$ cat src/sv/tgd_pkg.sv
// Shared types and constants for the touch gesture detector.
// No dependencies; used by touch_gesture_detector_core and tgd_checker.
package tgd_pkg;

    // screen / panel coordinate width
    localparam int COORD_W = 12;
    // widest scaling numerator: 4095 * 4095 + 2047 < 2**24
    localparam int NUM_W   = 24;
    // reciprocal width for the constant divisor
    localparam int RCP_W   = NUM_W + 2;

    localparam int DEF_TOUCH_WIDTH   = 960;
    localparam int DEF_TOUCH_HEIGHT  = 540;
    localparam int DEF_SCREEN_WIDTH  = 540;
    localparam int DEF_SCREEN_HEIGHT = 960;

    localparam logic [15:0] DEF_DEBOUNCE_MS   = 16'd20;
    localparam logic [15:0] DEF_LONG_PRESS_MS = 16'd500;
    localparam logic [15:0] DEF_REPEAT_MS     = 16'd100;

    typedef enum logic [1:0] {
        REG_DEBOUNCE   = 2'd0,
        REG_LONG_PRESS = 2'd1,
        REG_REPEAT     = 2'd2
    } reg_index_t;

    typedef enum logic [2:0] {
        EV_PRESS       = 3'd0,
        EV_CLICK       = 3'd1,
        EV_LONG_START  = 3'd2,
        EV_LONG_REPEAT = 3'd3,
        EV_LONG_END    = 3'd4
    } event_kind_t;

    typedef enum logic [3:0] {
        PH_IDLE     = 4'b0001,
        PH_DEBOUNCE = 4'b0010,
        PH_PRESSED  = 4'b0100,
        PH_LONG     = 4'b1000
    } phase_t;

endpackage

$ cat src/sv/touch_gesture_detector_core.sv
// Touch press / long-press detector: point scaling pipeline plus gesture state machine.
// Depends on tgd_pkg.
//
// One touch scan is accepted per clock cycle while s_tready is high; its event (if
// any) reaches the master side through the input register, clamp and scale product,
// reciprocal multiply for the rounded divide by the panel size, then the gesture
// state machine into the output register. The two multiplies of the scaling path
// sit in separate stages; the state machine keeps the rate at one scan per cycle
// unless an event waits on m_tready. A scan that produces no event leaves the
// pipeline without waiting on m_tready. Configuration writes are always accepted and
// should be issued only while no scan is in flight.
module touch_gesture_detector_core #(
    parameter int TOUCH_WIDTH   = tgd_pkg::DEF_TOUCH_WIDTH,
    parameter int TOUCH_HEIGHT  = tgd_pkg::DEF_TOUCH_HEIGHT,
    parameter int SCREEN_WIDTH  = tgd_pkg::DEF_SCREEN_WIDTH,
    parameter int SCREEN_HEIGHT = tgd_pkg::DEF_SCREEN_HEIGHT
) (
    input  logic         aclk,
    input  logic         aresetn,
    // scan input
    input  logic         s_tvalid,
    output logic         s_tready,
    input  logic [63:0]  s_tdata,   // raw_x[15:0], raw_y[31:16], now_ms[63:32]
    input  logic [0:0]   s_tuser,   // touch_down[0]
    // events
    output logic         m_tvalid,
    input  logic         m_tready,
    output logic [111:0] m_tdata,   // first_x[11:0], first_y[23:12], last_x[35:24],
                                    // last_y[47:36], held_ms[79:48], stamp_ms[111:80]
    output logic [2:0]   m_tuser,   // event_kind[2:0]
    // configuration
    input  logic         cfg_valid,
    output logic         cfg_ready,
    input  logic [1:0]   cfg_index,
    input  logic [15:0]  cfg_data
);

    localparam int CW = tgd_pkg::COORD_W;
    localparam int NW = tgd_pkg::NUM_W;
    localparam int RW = tgd_pkg::RCP_W;

    localparam logic [CW-1:0] TXM = CW'(TOUCH_WIDTH - 1);
    localparam logic [CW-1:0] TYM = CW'(TOUCH_HEIGHT - 1);

    // x comes from panel y, y from mirrored panel x
    localparam int DIV_X = TOUCH_HEIGHT - 1;
    localparam int DIV_Y = TOUCH_WIDTH - 1;
    localparam int SH_X  = NW + $clog2(DIV_X);
    localparam int SH_Y  = NW + $clog2(DIV_Y);
    localparam longint unsigned RCP_X_L = ((64'd1 << SH_X) + 64'(DIV_X) - 64'd1) / 64'(DIV_X);
    localparam longint unsigned RCP_Y_L = ((64'd1 << SH_Y) + 64'(DIV_Y) - 64'd1) / 64'(DIV_Y);
    localparam logic [RW-1:0] RCP_X = RW'(RCP_X_L);
    localparam logic [RW-1:0] RCP_Y = RW'(RCP_Y_L);

    localparam logic [NW-1:0] MUL_X = NW'(SCREEN_WIDTH - 1);
    localparam logic [NW-1:0] MUL_Y = NW'(SCREEN_HEIGHT - 1);
    localparam logic [NW-1:0] RND_X = NW'((TOUCH_HEIGHT - 1) / 2);
    localparam logic [NW-1:0] RND_Y = NW'((TOUCH_WIDTH - 1) / 2);

    // ---------------------------------------------------------------- config
    logic [15:0] debounce_reg, long_press_reg, repeat_reg;

    assign cfg_ready = 1'b1;

    always_ff @(posedge aclk) begin
        if (!aresetn) begin
            debounce_reg   <= tgd_pkg::DEF_DEBOUNCE_MS;
            long_press_reg <= tgd_pkg::DEF_LONG_PRESS_MS;
            repeat_reg     <= tgd_pkg::DEF_REPEAT_MS;
        end else if (cfg_valid) begin
            unique case (cfg_index)
                tgd_pkg::REG_DEBOUNCE:   debounce_reg   <= cfg_data;
                tgd_pkg::REG_LONG_PRESS: long_press_reg <= cfg_data;
                tgd_pkg::REG_REPEAT:     repeat_reg     <= cfg_data;
                default: ;
            endcase
        end
    end

    // ---------------------------------------------------------------- handshake
    logic v0_reg, v1_reg, v2_reg;
    logic ld0, ld1, ld2, consume2, out_free;
    logic ev;

    assign out_free = !m_tvalid || m_tready;
    assign consume2 = v2_reg && (!ev || out_free);
    assign ld2      = !v2_reg || consume2;
    assign ld1      = !v1_reg || ld2;
    assign ld0      = !v0_reg || ld1;
    assign s_tready = ld0;

    always_ff @(posedge aclk) begin
        if (!aresetn) begin
            v0_reg <= 1'b0;
            v1_reg <= 1'b0;
            v2_reg <= 1'b0;
        end else begin
            if (ld0) v0_reg <= s_tvalid;
            if (ld1) v1_reg <= v0_reg;
            if (ld2) v2_reg <= v1_reg;
        end
    end

    // ---------------------------------------------------------------- stage 0: input beat
    logic        down0_reg;
    logic [15:0] rx0_reg, ry0_reg;
    logic [31:0] now0_reg;

    always_ff @(posedge aclk) begin
        if (ld0) begin
            down0_reg <= s_tuser[0];
            rx0_reg   <= s_tdata[15:0];
            ry0_reg   <= s_tdata[31:16];
            now0_reg  <= s_tdata[63:32];
        end
    end

    // ---------------------------------------------------------------- stage 1: clamp, scale
    logic [CW-1:0] cx, cy;
    logic [NW-1:0] numx_next, numy_next;
    logic          down1_reg;
    logic [NW-1:0] numx1_reg, numy1_reg;
    logic [31:0]   now1_reg;

    always_comb begin
        if (rx0_reg[15])                  cx = '0;
        else if (rx0_reg[14:0] > 15'(TXM)) cx = TXM;
        else                              cx = rx0_reg[CW-1:0];
        if (ry0_reg[15])                  cy = '0;
        else if (ry0_reg[14:0] > 15'(TYM)) cy = TYM;
        else                              cy = ry0_reg[CW-1:0];
        numx_next = NW'(cy) * MUL_X + RND_X;
        numy_next = NW'(TXM - cx) * MUL_Y + RND_Y;
    end

    always_ff @(posedge aclk) begin
        if (ld1) begin
            down1_reg <= down0_reg;
            numx1_reg <= numx_next;
            numy1_reg <= numy_next;
            now1_reg  <= now0_reg;
        end
    end

    // ---------------------------------------------------------------- stage 2: divide by panel size
    // exact floor division: multiply by rounded-up reciprocal, keep the high bits
    logic [NW+RW-1:0] prodx, prody;
    logic             down2_reg;
    logic [CW-1:0]    sx2_reg, sy2_reg;
    logic [31:0]      now2_reg;

    assign prodx = (NW+RW)'(numx1_reg) * (NW+RW)'(RCP_X);
    assign prody = (NW+RW)'(numy1_reg) * (NW+RW)'(RCP_Y);

    always_ff @(posedge aclk) begin
        if (ld2) begin
            down2_reg <= down1_reg;
            sx2_reg   <= prodx[SH_X +: CW];
            sy2_reg   <= prody[SH_Y +: CW];
            now2_reg  <= now1_reg;
        end
    end

    // ---------------------------------------------------------------- stage 3: gesture FSM
    tgd_pkg::phase_t      phase_reg, phase_next;
    tgd_pkg::event_kind_t kind;
    logic [CW-1:0] origin_x_reg, origin_y_reg, latest_x_reg, latest_y_reg;
    logic [CW-1:0] origin_x_next, origin_y_next, latest_x_next, latest_y_next;
    logic [31:0]   start_reg, start_next, rep_time_reg, rep_time_next;
    logic [31:0]   held, since_rep;

    always_comb begin
        phase_next    = phase_reg;
        origin_x_next = origin_x_reg;
        origin_y_next = origin_y_reg;
        start_next    = start_reg;
        rep_time_next = rep_time_reg;
        latest_x_next = down2_reg ? sx2_reg : latest_x_reg;
        latest_y_next = down2_reg ? sy2_reg : latest_y_reg;
        held          = now2_reg - start_reg;
        since_rep     = now2_reg - rep_time_reg;
        ev            = 1'b0;
        kind          = tgd_pkg::EV_PRESS;
        unique case (phase_reg)
            tgd_pkg::PH_IDLE: begin
                if (down2_reg) begin
                    origin_x_next = sx2_reg;
                    origin_y_next = sy2_reg;
                    start_next    = now2_reg;
                    phase_next    = tgd_pkg::PH_DEBOUNCE;
                end
            end
            tgd_pkg::PH_DEBOUNCE: begin
                if (!down2_reg) begin
                    phase_next = tgd_pkg::PH_IDLE;
                end else if (held >= 32'(debounce_reg)) begin
                    phase_next = tgd_pkg::PH_PRESSED;
                    ev         = 1'b1;
                    kind       = tgd_pkg::EV_PRESS;
                end
            end
            tgd_pkg::PH_PRESSED: begin
                if (!down2_reg) begin
                    phase_next = tgd_pkg::PH_IDLE;
                    ev         = 1'b1;
                    kind       = tgd_pkg::EV_CLICK;
                end else if (held >= 32'(long_press_reg)) begin
                    rep_time_next = now2_reg;
                    phase_next    = tgd_pkg::PH_LONG;
                    ev            = 1'b1;
                    kind          = tgd_pkg::EV_LONG_START;
                end
            end
            tgd_pkg::PH_LONG: begin
                if (!down2_reg) begin
                    phase_next = tgd_pkg::PH_IDLE;
                    ev         = 1'b1;
                    kind       = tgd_pkg::EV_LONG_END;
                end else if (since_rep >= 32'(repeat_reg)) begin
                    rep_time_next = now2_reg;
                    ev            = 1'b1;
                    kind          = tgd_pkg::EV_LONG_REPEAT;
                end
            end
            default: phase_next = tgd_pkg::PH_IDLE;
        endcase
    end

    always_ff @(posedge aclk) begin
        if (!aresetn) begin
            phase_reg    <= tgd_pkg::PH_IDLE;
            origin_x_reg <= '0;
            origin_y_reg <= '0;
            latest_x_reg <= '0;
            latest_y_reg <= '0;
            start_reg    <= '0;
            rep_time_reg <= '0;
        end else if (consume2) begin
            phase_reg    <= phase_next;
            origin_x_reg <= origin_x_next;
            origin_y_reg <= origin_y_next;
            latest_x_reg <= latest_x_next;
            latest_y_reg <= latest_y_next;
            start_reg    <= start_next;
            rep_time_reg <= rep_time_next;
        end
    end

    // ---------------------------------------------------------------- output register
    logic m_tvalid_reg;
    logic [111:0] m_tdata_reg;
    logic [2:0]   m_tuser_reg;

    always_ff @(posedge aclk) begin
        if (!aresetn) begin
            m_tvalid_reg <= 1'b0;
        end else if (out_free) begin
            m_tvalid_reg <= consume2 && ev;
        end
    end

    always_ff @(posedge aclk) begin
        if (out_free && consume2 && ev) begin
            m_tuser_reg <= kind;
            m_tdata_reg <= {now2_reg, held, latest_y_next, latest_x_next,
                            origin_y_reg, origin_x_reg};
        end
    end

    assign m_tvalid = m_tvalid_reg;
    assign m_tdata  = m_tdata_reg;
    assign m_tuser  = m_tuser_reg;

endmodule

$ cat config.mk
export PLATFORM = sky130hd
export DESIGN_NAME = touch_gesture_detector_core
export DESIGN_NICKNAME = d
export VERILOG_FILES = /design/src/sv/tgd_pkg.sv /design/src/sv/touch_gesture_detector_core.sv
export SDC_FILE = /design/constraint.sdc
export NUM_CORES = 2
export LEC_CHECK = 0
export BUFFER_PORTS_ARGS = -buffer_cell sky130_fd_sc_hd__clkbuf_2
export CORE_UTILIZATION = 50
export DETAILED_ROUTE_END_ITERATION = 6
export GPL_TIMING_DRIVEN = 0
export MAX_ROUTING_LAYER = met4
export PLACE_DENSITY = 0.79
export SLEW_MARGIN = 20
export SYNTH_ARGS = -nofsm -noshare
export SYNTH_HDL_FRONTEND = slang
export SYNTH_SLANG_ARGS = --single-unit
$ cat constraint.sdc
create_clock -name aclk -period 18.15 [get_ports aclk]
set_input_delay 1.815 -clock aclk [delete_from_list [all_inputs] [get_ports aclk]]
set_output_delay 1.815 -clock aclk [all_outputs]
set_load 0.05 [all_outputs]
==> impl_metrics.json <==
{
  "yosysSeqAreaShare_pct": 29.0,
  "routed_wl_um": 103000,
  "tightest_slew_ns": 1.03,
  "required_ns": 16.33,
  "gr-total-overflow": 0,
  "clk_pin_slew_ns": 0.06,
  "setup_viol": 0,
  "ys_ff_latch": 484,
  "routabilityCongestion": 0.986,
  "crit_arrival_ns": 7.60,
  "ys_types": 74,
  "slew_headroom_pct": 30.9,
  "fp.coreArea_sq_mm": 0.0873,
  "postCtsResizedCells": 0,
  "fmax_mhz": 106,
  "synthTopCellsByArea": "fa_1 25%, edfxtp_1 21%, ha_1 19%",
  "initial_utilization_pct": 50.9,
  "yosysMostFrequentCell": "inv_1",
  "cts_setup_buffers": 0,
  "post-synth-top-area-cell": "fa_1",
  "holdWs_ns": 0.405,
  "cts_sinks": 484,
  "largest_reg_flops": 112,
  "avgSynthCellArea_sq_um": 10.8,
  "drt_iter0_markers": 1754,
  "drtPass1Iterations": 5,
  "antenna_found_initial": 2,
  "cts_root_buffer": "clkbuf_16",
  "die_y_um": 300,
  "drive_above_1_share_pct": 8.03,
  "dpl.hpwl_um": 86900,
  "num-nets-final": 5728,
  "cap_viol_max_count": 0,
  "synth_common_cells": "917 x inv_1, 682 x ha_1, 545 x fa_1",
  "grt_pass1_vias": 31117,
  "netlist_instances": 4127,
  "postPlaceCellArea_sq_mm": 0.0472,
  "grt_first_pass_wirelength_um": 166000,
  "netlist_area_sq_mm": 0.0444,
  "die_w_um": 300,
  "critical_path_class": "flop to output pin",
  "viasPerCell": 5.29,
  "synthToLayoutAreaGrowth_pct": 10.2,
  "synth-async-reset-ratio_pct": 0,
  "postRouteAntennaNets": 0,
  "status": "complete, no violations",
  "rsz0062_at_grt": "no",
  "clock_latency_ns": 0.65,
  "htree_levels": 2,
  "period_minus_slack_ns": 9.42,
  "remaining_drc_errors": 0,
  "path_max_fanout": 34,
  "cts_hold_buf": 0,
  "synth_top_area_share_pct": 24.6,
  "dieArea_sq_mm": 0.0900,
  "ys.flop_type": "edfxtp_1",
  "cts.path.max_buffers": 3,
  "clock_skew_ns": 0.0412,
  "fp-row-count": 108,
  "grt_usage_pct": 24.3,
  "dr_total_vias": 29729,
  "cts-buffers-inserted": 53,
  "slew_viol_final": 0,
  "setup_total_negative_slack_ns": 0,
  "design_area_sq_mm": 0.0489,
  "portBuffers": 203,
  "holdCritPathClass": "flop to flop",
  "wire_per_inst_um": 18.4,
  "synth_edf_count": 316,
  "ios": 206,
  "period_share_pct": 51.9,
  "hold_viol_final": 0,
  "yosysWarnings": 0,
  "startpoint_type": "flop",
  "grt_max_degree": 47,
  "cts_tree": "yes",
  "crit_path_end_kind": "output pin"
}
-- cells in the final DEF, fill, tap and decap left out, drive strengths merged, types with 6 or more instances in the layout --
master   instances
a21o            65
inv            924
a211oi          15
nor2b           19
mux2            25
nand2          337
nor4             9
a2111oi          6
ha             682
or3              7
nand3b           8
edfxtp         316
and2            12
o211ai          26
fa             545
nand2b          24
o21a            25
o21ai          128
conb            22
nand4           20
a21boi         100
nand3           85
dfxtp          168
xor2            45
nor2            93
xnor2           78
and3             9
buf             26
a31oi           14
clkbuf         336
clkinv          16
o21bai          13
nor3            30
a21oi          136
or2             11
-- layer usage --
metal	global-route usage [%]	up-vias	part of all wire [%]
met2	39.9	871	48
met1	31.6	14616	43
met5	-	-	0
met4	6.11	0	2.6
li1	-	14074	-
met3	3.66	168	6.7
-- critical path, stage by stage (launching register included) --
cell,delay (ns)
edfxtp_1,0.44
inv_1,0.12
ha_1,0.17
inv_1,0.05
fa_1,0.41
a211oi_1,0.33
o21ai_0,0.26
a22oi_1,0.40
nand2_1,0.17
xor2_1,0.19
ha_1,0.29
nor2b_1,0.13
o21ai_0,0.33
nand4_1,0.23
a211oi_1,0.34
o211ai_1,0.18
a2111oi_0,0.50
o211ai_1,0.23
nor4_2,0.35
o22ai_1,0.23
o211a_1,0.39
nand3_4,0.57
buf_12,0.29
clkbuf_2,0.32
-- logic make-up after synthesis --
kind of cell	count (synthesis)	synth area share, %
flops	484	29.0
fa+ha+maj	1227	43.8
buf+inv	996	8.51
compound gates	586	8.60
simple gates	679	6.95
xor+xnor	123	2.43
mux	30	0.747
other cells	2	0.0169
-- layout make-up --
class | instances | area, sq um
clock inverter | 28 | 262
fill | 7358 | 38400
clock buffer | 72 | 1510
timing repair buffer | 211 | 1210
inverter | 917 | 3440
antenna | 2 | 5.00
multi-input combinational | 2667 | 27900
sequential | 484 | 12900
tap | 1155 | 1450
buffer | 79 | 337
-- through the flow --
stage                     std cells  util, %  setup WS (ns)
after floorplan                4147        -           9.23
after global placement         5505     53.8           5.28
after detailed placement       5513     54.0           9.35
after CTS                      5613     56.1           8.67
after global routing           5614     56.1           8.22
final                          5615     56.1           8.73
-- worst paths after layout --
kind,from,end,slack [ns],depth (start not counted)
worst max register to register,numx1_reg[19]$_DFFE_PP_,sx2_reg[11]$_DFFE_PP_,10.14,25
worst max-delay path,now2_reg[0]$_DFFE_PP_,s_tready,8.73,23
worst min register to register,now1_reg[26]$_DFFE_PP_,now2_reg[26]$_DFFE_PP_,0.40,0
worst min-delay path,now1_reg[26]$_DFFE_PP_,now2_reg[26]$_DFFE_PP_,0.40,0
Power is left out: the tool's default activity adds up to more than one toggle a clock period on the data nets, which glitch-free logic cannot reach.
